### src/rtl/dwpi_pkg.sv
// ----------------------------------------------------------------------------
// dwpi_pkg
// Widths, constants, stage types and per-wheel arithmetic of the regulator.
// ----------------------------------------------------------------------------
package dwpi_pkg;

    localparam int IN_DATA_W  = 64;
    localparam int OUT_DATA_W = 16;
    localparam int LIMIT_W    = 7;
    localparam int FIELD_W    = 16;
    localparam int DRIVE_W    = 8;
    localparam int ERR_W      = 17;
    localparam int DIFF_W     = 18;
    localparam int SUM_W      = 32;
    localparam int X_W        = 34;
    localparam int MAG_W      = 12;
    localparam int PROD_W     = 24;

    localparam logic [LIMIT_W-1:0] DRIVE_LIMIT_RESET = 7'd100;

    // Saturation bound of the error sum, held one bit wider for the raw add.
    localparam logic signed [SUM_W:0] SUM_HI = 33'sh0_7FFF_FFFF;
    localparam logic signed [SUM_W:0] SUM_LO = -SUM_HI;

    // |25*err + 2*sum| at or above this gives a quotient beyond 127.
    localparam logic [X_W-1:0]    BIG_THRESH  = 34'd3200;
    // ceil(2^16 / 25): exact floor division for magnitudes below 4681.
    localparam logic [PROD_W-1:0] RECIP_25    = 24'd2622;
    localparam int                RECIP_SHIFT = 16;

    typedef struct packed {
        logic signed [ERR_W-1:0] err;
        logic signed [SUM_W-1:0] sum;
    } wheel_mid_t;

    typedef struct packed {
        logic             big;
        logic             neg;
        logic [MAG_W-1:0] mag;
    } wheel_frac_t;

    // trunc((cmd - 2*ticks) / 2) toward zero.
    function automatic logic signed [ERR_W-1:0] wheel_error(
        input logic signed [FIELD_W-1:0] cmd,
        input logic signed [FIELD_W-1:0] ticks
    );
        logic signed [DIFF_W-1:0] diff;
        diff = {{2{cmd[FIELD_W-1]}}, cmd} - {ticks[FIELD_W-1], ticks, 1'b0};
        diff = diff + {{(DIFF_W-1){1'b0}}, diff[DIFF_W-1]};
        return diff[DIFF_W-1:1];
    endfunction

    // Command sign strictly opposite to the sum sign.
    function automatic logic opposes(
        input logic signed [SUM_W-1:0]   sum,
        input logic signed [FIELD_W-1:0] cmd
    );
        logic sum_pos;
        logic cmd_pos;
        sum_pos = !sum[SUM_W-1] && (sum != '0);
        cmd_pos = !cmd[FIELD_W-1] && (cmd != '0);
        return (sum_pos && cmd[FIELD_W-1]) || (sum[SUM_W-1] && cmd_pos);
    endfunction

    function automatic logic signed [SUM_W-1:0] sum_update(
        input logic signed [SUM_W-1:0] sum,
        input logic signed [ERR_W-1:0] err,
        input logic                    clear
    );
        logic signed [SUM_W:0] base;
        logic signed [SUM_W:0] total;
        base  = clear ? '0 : {sum[SUM_W-1], sum};
        total = base + {{(SUM_W+1-ERR_W){err[ERR_W-1]}}, err};
        if (total > SUM_HI) begin
            return SUM_HI[SUM_W-1:0];
        end else if (total < SUM_LO) begin
            return SUM_LO[SUM_W-1:0];
        end
        return total[SUM_W-1:0];
    endfunction

    // Form 25*err + 2*sum and split it into sign, overflow and magnitude.
    function automatic wheel_frac_t wheel_frac(input wheel_mid_t m);
        logic signed [X_W-1:0] e_ext;
        logic signed [X_W-1:0] x;
        logic        [X_W-1:0] x_abs;
        wheel_frac_t           f;
        e_ext = {{(X_W-ERR_W){m.err[ERR_W-1]}}, m.err};
        x     = (e_ext <<< 4) + (e_ext <<< 3) + e_ext
              + {m.sum[SUM_W-1], m.sum, 1'b0};
        x_abs = x[X_W-1] ? -x : x;
        f.neg = x[X_W-1];
        f.big = (x_abs >= BIG_THRESH);
        f.mag = x_abs[MAG_W-1:0];
        return f;
    endfunction

    // Divide by 25 through the reciprocal, clamp to the limit, restore sign.
    function automatic logic [DRIVE_W-1:0] wheel_drive(
        input wheel_frac_t        f,
        input logic [LIMIT_W-1:0] lim
    );
        logic [PROD_W-1:0]  prod;
        logic [DRIVE_W-1:0] q;
        logic [DRIVE_W-1:0] qc;
        logic [DRIVE_W-1:0] lim_ext;
        prod    = {{(PROD_W-MAG_W){1'b0}}, f.mag} * RECIP_25;
        lim_ext = {1'b0, lim};
        q       = f.big ? 8'd128 : {1'b0, prod[RECIP_SHIFT+DRIVE_W-2:RECIP_SHIFT]};
        qc      = (q > lim_ext) ? lim_ext : q;
        return f.neg ? -qc : qc;
    endfunction

endpackage

### src/rtl/dual_wheel_pi_speed_regulator.sv
// ----------------------------------------------------------------------------
// dual_wheel_pi_speed_regulator
// Two-wheel PI speed loop with integral clearing on a sign reversal.
// ----------------------------------------------------------------------------
// One input beat is one control tick: left and right speed commands and the
// encoder tick counts of the last period. For each wheel the error is
// trunc(command/2 - ticks), added to a 32-bit error sum that saturates at
// +/-(2^31-1); the drive is trunc(error + 2*sum/25), clamped to
// +/-drive_limit. If either wheel's command points against its own sum, both
// sums are cleared before the tick is applied. While the output is not
// stalled the block takes one beat per clock, and it returns one result beat
// per input beat. A beat passes through the input register, the error/sum
// register, the sign/magnitude register and the output register, in that
// order. The rate is set by the sum update in the second stage: one 33-bit
// add and saturate per beat, with the sums fed straight back. A stalled
// output holds its beat while the stages behind it keep filling, so up to
// four beats are in flight. drive_limit resets to 100 and is written through
// cfg_we/cfg_wdata; the user must write it only while no beat is in flight,
// as the block itself does not enforce this.
// ----------------------------------------------------------------------------
module dual_wheel_pi_speed_regulator
    import dwpi_pkg::*;
(
    input  logic                  aclk,
    input  logic                  aresetn,
    // Input beat
    input  logic                  s_tvalid,
    output logic                  s_tready,
    // [15:0] left_command, [31:16] right_command,
    // [47:32] left_ticks, [63:48] right_ticks
    input  logic [IN_DATA_W-1:0]  s_tdata,
    // Result beat
    output logic                  m_tvalid,
    input  logic                  m_tready,
    // [7:0] left_drive, [15:8] right_drive
    output logic [OUT_DATA_W-1:0] m_tdata,
    // drive_limit register
    input  logic                  cfg_we,
    input  logic [LIMIT_W-1:0]    cfg_wdata
);

    // ---- Stage registers ---------------------------------------------------
    logic                  in_valid_reg;
    logic [IN_DATA_W-1:0]  in_data_reg;
    logic                  mid_valid_reg;
    wheel_mid_t            mid_left_reg;
    wheel_mid_t            mid_right_reg;
    logic                  frac_valid_reg;
    wheel_frac_t           frac_left_reg;
    wheel_frac_t           frac_right_reg;
    logic                  out_valid_reg;
    logic [OUT_DATA_W-1:0] out_data_reg;

    // ---- Controller state ---------------------------------------------------
    logic signed [SUM_W-1:0] left_sum_reg;
    logic signed [SUM_W-1:0] right_sum_reg;
    logic [LIMIT_W-1:0]      limit_reg;

    // ---- Next values --------------------------------------------------------
    wheel_mid_t            mid_left_next;
    wheel_mid_t            mid_right_next;
    wheel_frac_t           frac_left_next;
    wheel_frac_t           frac_right_next;
    logic [OUT_DATA_W-1:0] out_data_next;

    // ---- Flow control -------------------------------------------------------
    logic out_ready;
    logic frac_ready;
    logic mid_ready;
    logic in_ready;
    logic in_load;
    logic mid_load;
    logic frac_load;
    logic out_load;

    logic signed [FIELD_W-1:0] left_command;
    logic signed [FIELD_W-1:0] right_command;
    logic signed [FIELD_W-1:0] left_ticks;
    logic signed [FIELD_W-1:0] right_ticks;
    logic                      clear_sums;

    // Each stage takes a beat when it is empty or its own beat moves on, so
    // a stalled output never stops the stages behind it from filling.
    assign out_ready  = !out_valid_reg  || m_tready;
    assign frac_ready = !frac_valid_reg || out_ready;
    assign mid_ready  = !mid_valid_reg  || frac_ready;
    assign in_ready   = !in_valid_reg   || mid_ready;

    assign in_load   = s_tvalid && in_ready;
    assign mid_load  = in_valid_reg && mid_ready;
    assign frac_load = mid_valid_reg && frac_ready;
    assign out_load  = frac_valid_reg && out_ready;

    assign s_tready = in_ready;
    assign m_tvalid = out_valid_reg;
    assign m_tdata  = out_data_reg;

    // Unpack the held input beat.
    assign left_command  = in_data_reg[FIELD_W-1:0];
    assign right_command = in_data_reg[2*FIELD_W-1:FIELD_W];
    assign left_ticks    = in_data_reg[3*FIELD_W-1:2*FIELD_W];
    assign right_ticks   = in_data_reg[4*FIELD_W-1:3*FIELD_W];

    // Both checks look at the sums left by the previous tick.
    assign clear_sums = opposes(left_sum_reg, left_command)
                     || opposes(right_sum_reg, right_command);

    // Error and new sum per wheel; the sum also feeds back as state.
    always_comb begin
        mid_left_next.err  = wheel_error(left_command, left_ticks);
        mid_right_next.err = wheel_error(right_command, right_ticks);
        mid_left_next.sum  = sum_update(left_sum_reg, mid_left_next.err, clear_sums);
        mid_right_next.sum = sum_update(right_sum_reg, mid_right_next.err, clear_sums);
    end

    // Combine error and sum, keep sign and magnitude for the divide.
    always_comb begin
        frac_left_next  = wheel_frac(mid_left_reg);
        frac_right_next = wheel_frac(mid_right_reg);
    end

    // Divide by 25, clamp, pack the result beat.
    always_comb begin
        out_data_next = {wheel_drive(frac_right_reg, limit_reg),
                         wheel_drive(frac_left_reg, limit_reg)};
    end

    // ---- Control and state --------------------------------------------------
    always_ff @(posedge aclk) begin
        if (!aresetn) begin
            in_valid_reg   <= 1'b0;
            mid_valid_reg  <= 1'b0;
            frac_valid_reg <= 1'b0;
            out_valid_reg  <= 1'b0;
            left_sum_reg   <= '0;
            right_sum_reg  <= '0;
            limit_reg      <= DRIVE_LIMIT_RESET;
        end else begin
            if (in_ready) begin
                in_valid_reg <= s_tvalid;
            end
            if (mid_ready) begin
                mid_valid_reg <= in_valid_reg;
            end
            if (frac_ready) begin
                frac_valid_reg <= mid_valid_reg;
            end
            if (out_ready) begin
                out_valid_reg <= frac_valid_reg;
            end
            // Advance the integrals exactly once per beat.
            if (mid_load) begin
                left_sum_reg  <= mid_left_next.sum;
                right_sum_reg <= mid_right_next.sum;
            end
            if (cfg_we) begin
                limit_reg <= cfg_wdata;
            end
        end
    end

    // ---- Payload ------------------------------------------------------------
    always_ff @(posedge aclk) begin
        if (in_load) begin
            in_data_reg <= s_tdata;
        end
        if (mid_load) begin
            mid_left_reg  <= mid_left_next;
            mid_right_reg <= mid_right_next;
        end
        if (frac_load) begin
            frac_left_reg  <= frac_left_next;
            frac_right_reg <= frac_right_next;
        end
        if (out_load) begin
            out_data_reg <= out_data_next;
        end
    end

endmodule

### config.mk
export PLATFORM = sky130hd
export DESIGN_NAME = dual_wheel_pi_speed_regulator
export DESIGN_NICKNAME = d
export VERILOG_FILES = /design/src/rtl/dwpi_pkg.sv /design/src/rtl/dual_wheel_pi_speed_regulator.sv
export SDC_FILE = /design/constraint.sdc
export NUM_CORES = 1
export LEC_CHECK = 0
export BUFFER_PORTS_ARGS = -buffer_cell sky130_fd_sc_hd__buf_2
export CAP_MARGIN = 25
export CORE_MARGIN = 8
export CORE_UTILIZATION = 45
export CTS_CLUSTER_SIZE = 8
export DETAILED_ROUTE_END_ITERATION = 16
export HOLD_SLACK_MARGIN = 0.06
export PLACE_DENSITY = 0.7
export SYNTH_ARGS = -nofsm -noshare
export SYNTH_HDL_FRONTEND = slang
export SYNTH_SLANG_ARGS = --single-unit
export TNS_END_PERCENT = 50
### constraint.sdc
create_clock -name aclk -period 10.9 [get_ports aclk]
set_clock_uncertainty 0.1 [all_clocks]
set_input_delay 1.09 -clock aclk [delete_from_list [all_inputs] [get_ports aclk]]
set_output_delay 1.09 -clock aclk [all_outputs]
set_load 0.01 [all_outputs]
== After elaboration in Yosys (flattened, before gate mapping) ==
Cells that the tools add are included.

* Multiplexer cells: 20
* Reductions and logical operators: 31
* Multiply operators: 2
* Add/subtract/negate cells: 16
* Order comparisons: 8

{| class="wikitable"
|+ Operators by type and width
! kind !! number
|-
| 32-bit 2-to-1 mux || 6
|-
| 23-bit by 33-bit adder with 34-bit output || 2
|-
| 34-bit by 12-bit >= comparator with 1-bit output (second input constant) || 2
|-
| 34-bit 2-to-1 mux || 2
|-
| 34-bit negator || 2
|-
| 33-bit adder || 2
|-
| 33-bit by 32-bit > comparator with 1-bit output (second input constant) || 2
|-
| 33-bit by 32-bit < comparator with 1-bit output (second input constant) || 2
|-
| 33-bit 2-to-1 mux || 2
|-
| 32-bit nonzero test || 2
|-
| 8-bit 2-to-1 mux || 6
|-
| 22-bit by 17-bit adder with 23-bit output || 2
|-
| 21-bit by 20-bit adder with 22-bit output || 2
|-
| 12-bit by 11-bit multiplier with 22-bit output (second input constant) || 2
|-
| 18-bit by 1-bit adder with 18-bit output || 2
|-
| 16-bit by 17-bit subtractor with 18-bit output || 2
|-
| 16-bit nonzero test || 2
|-
| 8-bit by 7-bit > comparator with 1-bit output || 2
|-
| 8-bit negator || 2
|-
| 1-bit logical AND || 12
|-
| 1-bit logical NOT || 8
|-
| 1-bit logical OR || 7
|-
| 1-bit 2-to-1 mux || 4
|}

* Bits of input ports: 76
* Word-level logic and storage cells: 96
* Flip-flop bits (word level): 281
* Output and inout bits: 18

== Logic depth before layout (Yosys ltp) ==
Gate-level depths: netlist (run 1).

* Depth in word-level cells: 11
* Gate-level depth with buffers: 36
* Depth with buffers taken out: 36

== Worst setup path after synthesis (run 1) ==
OpenSTA, ideal clock, no wires.

* Path type: reg2reg
* From: register frac_right_reg[8] (netlist name)
* To: register out_data_reg[14] (netlist: m_tdata[14]) (data pin)
* Path buffers: 1
* Clock period less this slack: 7,678 ps
* Arrival: 7,312 ps
* Library setup time: 266 ps
* Cell stages (with the launch flop): 30
* Path slack: 3,222 ps
* Required time: 10,534 ps
* Path through: edfxtp_1 fa_1 ha_1 inv_1 fa_1 fa_1 fa_1 inv_1 ha_1 a21o_1 a21o_1 a21oi_1 o21ai_0 o21ai_0 a21boi_0 or2_2 a311o_1 a21oi_1 xnor2_1 nor2_1 ha_1 nand4_1 nand2_1 o21ai_1 clkbuf_1 mux2i_1 ha_1 inv_1 o41ai_1 xnor2_1

* Longest elaborated chain between the ends: 6

{| class="wikitable"
|+ RTL lines
! what !! RTL line !! RTL
|-
| start: declaration || dual_wheel_pi_speed_regulator.sv:50 || <nowiki>wheel_frac_t frac_right_reg;</nowiki>
|-
| start signal: assignment || dual_wheel_pi_speed_regulator.sv:173 || <nowiki>frac_right_reg <= frac_right_next;</nowiki>
|-
| 12-bit by 11-bit multiplier with 22-bit output * || dwpi_pkg.sv:107 || <nowiki>prod = {{(PROD_W-MAG_W){1'b0}}, f.mag} * RECIP_25;</nowiki>
|-
| 8-bit 2-to-1 mux * || dwpi_pkg.sv:109 || <nowiki>q = f.big ? 8'd128 : {1'b0, prod[RECIP_SHIFT+DRIVE_W-2:RECIP_SHIFT]};</nowiki>
|-
| 8-bit by 7-bit > comparator with 1-bit output || dwpi_pkg.sv:110 || <nowiki>qc = (q > lim_ext) ? lim_ext : q;</nowiki>
|-
| 8-bit 2-to-1 mux * || dwpi_pkg.sv:110 ||
|-
| 8-bit negator || dwpi_pkg.sv:111 || <nowiki>return f.neg ? -qc : qc;</nowiki>
|-
| 8-bit 2-to-1 mux * || dwpi_pkg.sv:111 ||
|-
| net out_data_next[14] || dual_wheel_pi_speed_regulator.sv:64 || <nowiki>logic [OUT_DATA_W-1:0] out_data_next;</nowiki>
|-
| end signal: assignment || dual_wheel_pi_speed_regulator.sv:176 || <nowiki>out_data_reg <= out_data_next;</nowiki>
|-
| end: declaration || dual_wheel_pi_speed_regulator.sv:52 || <nowiki>logic [OUT_DATA_W-1:0] out_data_reg;</nowiki>
|}

Mark *: on every way through the listed nets, which the timed path passes. The rest lies on a longest branch.
A chain may end at the register's enable or synchronous reset.

== Worst setup path in the final report (run 1) ==
* From: register frac_right_reg[9] (netlist name)
* To: register out_data_reg[14] (netlist: m_tdata[14]) (data pin)

The elaborated chain is that of the path after synthesis.

==> results of run 1 <==
[final cells by class]
class | count | area (um^2)
Multi-Input combinational cell | 2582 | 20900
Clock inverter | 5 | 90.1
Timing Repair Buffer | 104 | 568
Fill cell | 6319 | 34000
Sequential cell | 281 | 7690
Tap cell | 873 | 1090
Inverter | 326 | 1230
Clock buffer | 73 | 1190
[critical path: cells and delay by family (launching register included)]
family          cells  cell delay [ns]
compound gates      7             2.75
xor+xnor            2             0.34
fa+ha+maj           8             3.19
buf+inv             3             0.16
flops               1             0.51
mux                 1             0.47
simple gates        5             0.65
[metal layers]
metal	track usage, %	up-vias	share of wire, %
li1	-	12095	-
met5	0	-	0
met2	28.1	578	43
met1	26.5	11290	50
met4	4.78	0	2.1
met3	2.25	83	5.1
[power breakdown]
part | internal [mW] | switching, mW | total [mW]
registers | 1.45 | 0.121 | 1.57
logic | 3.05 | 4.28 | 7.32
clock network | 0.742 | 0.498 | 1.24
total | 5.23 | 4.90 | 10.1
[cells by family (layout without fill, tap and decap cells)]
logic type                 Yosys count  count (layout)
and+or+nand+nor                    991             991
muxes                               27              27
xor gates and xnor gates           177             177
DFF                                281             281
buffers and inverters              425             508
adders and majority gates          573             573
AOI/OAI and AO/OA                  814             814
[synth_stat cells (all sizes together), types with 11 or more instances]
master / count
ha: 393
inv: 326
nor2: 261
edfxtp: 206
nand2: 179
a21oi: 175
fa: 152
o21ai: 148
xnor2: 114
a21o: 94
clkbuf: 93
nor3: 87
and2: 78
dfxtp: 75
xor2: 63
a211oi: 53
nand3: 52
nor2b: 52
nor4: 51
o21a: 49
and3: 39
nand4: 39
or3: 33
nand2b: 29
maj3: 28
o211ai: 27
o221a: 25
a31oi: 23
o31ai: 23
mux2i: 19
a211o: 17
nor3b: 17
or2: 17
a21boi: 16
o22ai: 14
a2111oi: 13
o2111ai: 13
o21bai: 13
nand4b: 11
o31a: 11
or4: 11
[final timing paths]
check	start	endpoint	slack, ns
hold reg to reg	right_sum_reg[28]	right_sum_reg[28]	0.41
setup reg to reg	frac_right_reg[9]	m_tdata[14]	2.48
setup / recovery	frac_right_reg[9]	m_tdata[14]	2.48
hold / removal	right_sum_reg[28]	right_sum_reg[28]	0.41
==> run summary, run 1 <==
Status = completed
Synth Warn # = 0
Worst path max stage delay = 0.78 ns
CTS Root Cell = clkbuf_16
# clock sinks = 281
Synthesized flop and latch total = 281
Largest family of logic cells by synthesized area = adder cells
FF-to-FF path depth = 26
Die Wd = 275 um
Hold Buf Count CTS = 0
Final Core Density = 49.0%
First-pass GRT wire length = 115000 um
Fmax = 0.119 GHz
Max-slew headroom = 27.7%
RSZ-0062 raised after global routing = false
Setup repair bufs after CTS = 0
Final worst slack = 2.48 ns
Mux share of post-synthesis cell area = 0.930%
Synth async-reset ratio = 0%
Top-area cell type share of the netlist area = 20.5%
Leakage = 14.3 nW
Via count = 24046
Clock-pin slew on the worst setup and hold paths = 0.05 ns
Placed Instances = 4165
H-Tree Depth = 2
P&R area growth vs syn = 8.66%
Setup crit start kind = flip-flop
Distinct cell type count after synthesis = 94
VDD IR max = 0.000251 V
Post-synthesis average cell area = 9.17 um^2
Largest register FFs = 64
Total Routing Usage GR = 18.1%
Yosys top cell by area = edfxtp_1
Hold Path Class = reg -> reg
Synthesized cell area = 30100 um^2
Vias in the first global route = 22959
Post-Synth Adder-Cell Area = 27.3%
Post-synth top flop = edfxtp_1
Net Count, Synth = 3909
Final Hold Vio Count = 0
Setup crit end kind = flip-flop
Worst Hold Depth = 2
Fraction of layout cells with a size suffix above 1 = 6.94%
Height of the die = 275 um
Synth Area in Compound Gates = 18.8%
Cell Pwr Density = 309 nW/um^2
First-iteration detailed-routing DRC count = 1803
Setup TNS = 0 ns
Drt wl/cell = 16.5 um
Drt pass-1 iters = 5
Fin crit share = 77.2%
# IOs = 94
Placer Congestion = 0.924
DP Worst Slack = 2.39 ns
Max-cap violation count = 0
Final Max Tran Viols = 0
Antenna diodes = 0
Largest fanout on the critical path = 16
Largest cells by area after synthesis = edfxtp_1, ha_1, fa_1
NumNets Final = 3958
Critical path class = reg -> reg
Area post-placement = 31500 um^2
FP Rows = 95
Largest net degree at the start of global routing = 130
CTS Buf Count = 42
Minimum clock period after layout = 8.42 ns
Slowest cell on the critical path = o21ai_1
Resized cells post-CTS = 0
Non-Filler Instances = 4244
Final Instance Area = 32800 um^2
Post-synth EDFFs = 206
CTS tree = done
Worst path required time = 11.12 ns
Commonest non-fill, non-tap cell in the layout = ha_1
Mapped Cells = 3288
Xor/xnor share of the synthesized area = 5.14%
Core footprint = 66800 um^2
Commonest cells after routing, fill and taps aside = ha_1, inv_1, nor2_1
Port buffer count = 93
Wirelength, routed = 69900 um
Maximum clock path buffer count = 3
Residual DRC = 0
DP HPWL = 55600 um
Final setup fails = 0
Vias per cell = 5.67
Pwr Total = 10.1 mW
Hold_ws = 0.411 ns
Overflow after GRT = 0
Initial antenna violation count = 1
Die ar. = 75500 um^2
Least-Margin Pin Slew = 1.07 ns
Post-Synth Simple-Gate Area = 17.0%
Initial Utilization = 45.1%
Clk Latency, worst-skew pair = 0.58 ns
DRT antenna net count = 0
Seq/Total Area, Yosys = 25.5%
CP arrival = 8.63 ns
Power figures use the tool's default switching activity.
==> inputs of run 2 (changes only) <==
- ABC_AREA: not set -> 1
- PLACE_DENSITY: 0.7 -> 0.72
- clock period: 10.9 -> 6.96 ns (I/O delays scaled with it)
==> run 2 against run 1 <==
Maximum frequency is 26% higher. Routed wire length is 12% higher. Setup slack worse by 2.2 ns. Clock-buffer cell count is 1 lower. Final cell count is 35% higher. Die area is 6.8% higher. Global-route usage is 0.83 points higher. Non-clock buffer count is 43 higher. Critical endpoint is now m_tdata[6].
==> run summary, run 2 <==
Status = completed
# IOs = 94 (unchanged)
RSZ-0062 raised after global routing = true
DRT antenna net count = 0 (unchanged)
Fraction of layout cells with a size suffix above 1 = 6.18% (-0.76 points)
Setup crit end kind = flip-flop
Sequential Power Share = 14.8% (-0.7 points)
Placed Instances = 5610 (+35%)
Synthesized cell area = 32300 um^2 (+7.2%)
Max-cap violation count = 0 (unchanged)
Hold_ws = 0.180 ns (-0.232 ns)
Placer Congestion = 0.908 (-1.7%)
Post-synthesis average cell area = 7.02 um^2 (-23%)
Post-synth top flop = edfxtp_1
CTS tree = done
Pwr Total = 15.1 mW (+49%)
First-iteration detailed-routing DRC count = 2020 (+12%)
Leakage = 18.7 nW (+31%)
Fmax = 0.150 GHz (+26%)
Slowest cell on the critical path = fa_1
First-pass GRT wire length = 131000 um (+14%)
Commonest cells after routing, fill and taps aside = nand2_1, inv_1, nor2_1
Antenna diodes = 0 (unchanged)
Clk Latency, worst-skew pair = 0.59 ns (about the same)
Drt wl/cell = 13.7 um (-17%)
Fillers = 6966 (+10%)
P_sw = 7.81 mW (+60%)
Mapped Cells = 4602 (+40%)
Worst Path Buf+Inv = 8 (+5)
Drt pass-1 iters = 6 (+1)
Yosys top cell by area = edfxtp_1
Die ar. = 80600 um^2 (+6.8%)
Vias in the first global route = 27414 (+19%)
VDD IR max = 0.000339 V (+35%)
Worst path max stage delay = 0.52 ns (-0.26 ns)
Die Wd = 284 um (+3.3%)
Post-synth EDFFs = 206 (unchanged)
Least-Margin Pin Slew = 0.868 ns (-0.203 ns)
Critical path class = reg -> reg
Residual DRC = 0 (unchanged)
Height of the die = 284 um (+3.3%)
Maximum clock path buffer count = 3 (unchanged)
Overflow after GRT = 0 (unchanged)
Fin crit share = 95.6% (+18 points)
Worst Hold Depth = 1 (-1)
Top-area cell type share of the netlist area = 19.1% (-1.4 points)
Synthesized flop and latch total = 281 (unchanged)
Final Max Tran Viols = 0 (unchanged)
Seq/Total Area, Yosys = 23.8% (-1.7 points)
Largest register FFs = 64 (unchanged)
Cell Pwr Density = 424 nW/um^2 (+37%)
Largest net degree at the start of global routing = 127 (-2.3%)
Setup crit start kind = flip-flop
Clock share of power = 13.0% (+0.8 points)
Largest fanout on the critical path = 6 (-10)
Final worst slack = 0.304 ns (-2.18 ns)
Commonest non-fill, non-tap cell in the layout = nand2_1
Final setup fails = 0 (unchanged)
Commonest cells post-synth = nand2_1, inv_1, nor2_1, ha_1, nand3_1
Logic pwr share = 72.2% (about the same)
P&R area growth vs syn = 10.1%
Sw Share = 51.7% (+3.4 points)
Vias per cell = 5.08 (-10%)
NumNets Final = 5357 (+35%)
Crit-path most repeated cell = nand2_1
Most common cell in the synthesized netlist = nand2_1
Final Core Density = 50.0% (+0.92 points)
CP arrival = 6.86 ns (-1.77 ns)
Net Count, Synth = 5223 (+34%)
Worst path depth = 37 (+42%)
Wirelength, routed = 78600 um (+12%)
DP Worst Slack = 0.0242 ns (-2.37 ns)
Distinct cell type count after synthesis = 54 (-43%)
Hold Path Class = in -> reg
CTS Buf Count = 42 (unchanged)
Minimum clock period after layout = 6.66 ns (-1.76 ns)
Final Hold Vio Count = 0 (unchanged)
Worst path required time = 7.16 ns (-3.96 ns)
DP HPWL = 64900 um (+17%)
Port buffer count = 93 (unchanged)
CTS Root Cell = clkbuf_16
Synth async-reset ratio = 0% (unchanged)
Initial antenna violation count = 1 (unchanged)
Initial Utilization = 45.4% (+0.23 points)
Via count = 29068 (+21%)
Synth Warn # = 0 (unchanged)
Largest delay share family, worst path = adder cells
Total Routing Usage GR = 19.0% (+0.83 points)
Max-slew headroom = 42.1% (+14 points)
# clock sinks = 281 (unchanged)
Clock-pin slew on the worst setup and hold paths = 0.05 ns (about the same)
Internal Pwr Total = 7.29 mW (+39%)
Largest cells by area after synthesis = edfxtp_1, ha_1, nand2_1
H-Tree Depth = 2 (unchanged)
FF-to-FF path depth = 37 (+42%)
Non-Filler Instances = 5720 (+35%)
FP Rows = 98 (+3.2%)
Core footprint = 71200 um^2 (+6.6%)
==> run 2: path summary, 6_finish.rpt <==
check	startpoint	to	slack (ns)
hold reg to reg	mid_valid_reg	frac_valid_reg	0.39
setup / recovery	frac_left_reg[8]	m_tdata[6]	0.30
hold / removal	s_tdata[57]	in_data_reg[57]	0.18
setup reg to reg	frac_left_reg[8]	m_tdata[6]	0.30
==> run 2: timing repair <==
| item | 4_1_cts | 5_1_grt |
|---|---|---|
| setup buffers | 0 | 31 |
| endpoints found under the hold margin | 0 | 0 |
| resized for setup | 0 | 31 |
| setup endpoints to repair | 0 | 15 |
| hold buffers | 0 | 0 |
==> run 2: worst register-to-register path: cells and delay by family, from the launching register on <==
kind                     cells  cell delay [ns]
AND/OR/NAND/NOR             15             1.52
buffers and inverters        8             0.60
adder cells (fa/ha/maj)      8             2.91
flip-flops                   1             0.49
AO/OA/AOI/OAI                6             0.77
==> run 2: routing by layer <==
layer | global-route usage, % | routed length [um]
met3 | 2.47 | 4070
met5 | 0 | 0
met1 | 25.8 | 37100
met2 | 31.6 | 35500
met4 | 4.85 | 1860
==> run 2: cells by family (layout without fill, tap and decap cells) <==
group	after synthesis	after routing	share of synthesized area [%]
AND/OR/NAND/NOR	2297	2297	30.1
buffers and inverters	909	1077	10.8
adder cells (fa/ha/maj)	545	545	24.6
AO/OA/AOI/OAI	463	463	7.76
flip-flops	281	281	23.8
XOR/XNOR	106	106	2.87
multiplexers	1	1	0.0348
==> run 2: through the flow <==
step	area, um^2	setup TNS, ns
after global routing	35600	-0.164
after global placement	33900	0
after detailed placement	33900	0
after CTS	35200	0
final	35600	0
after floorplan	32300	0
==> run 2: area by class of cell <==
type                    instances  area, um^2  share of cell area, %
multi-input cells            3412       21300                   59.7
flip-flops and latches        281        7690                   21.6
inverters                     852        3210                   9.01
well taps                     950        1190                   3.34
clock buffers                  72        1170                   3.30
repair buffers                147         952                   2.68
clock inverters                 6         118                  0.330
==> run 2: power groups by stage <==
stage	Combinational, mW	Sequential [mW]	Clock, mW
after CTS	10.7	2.25	2.02
after floorplan	8.34	2.25	0
after global routing	12.7	2.25	2.08
after detailed placement	10.6	2.28	0
final	10.9	2.23	1.96
after global placement	10.4	2.27	0
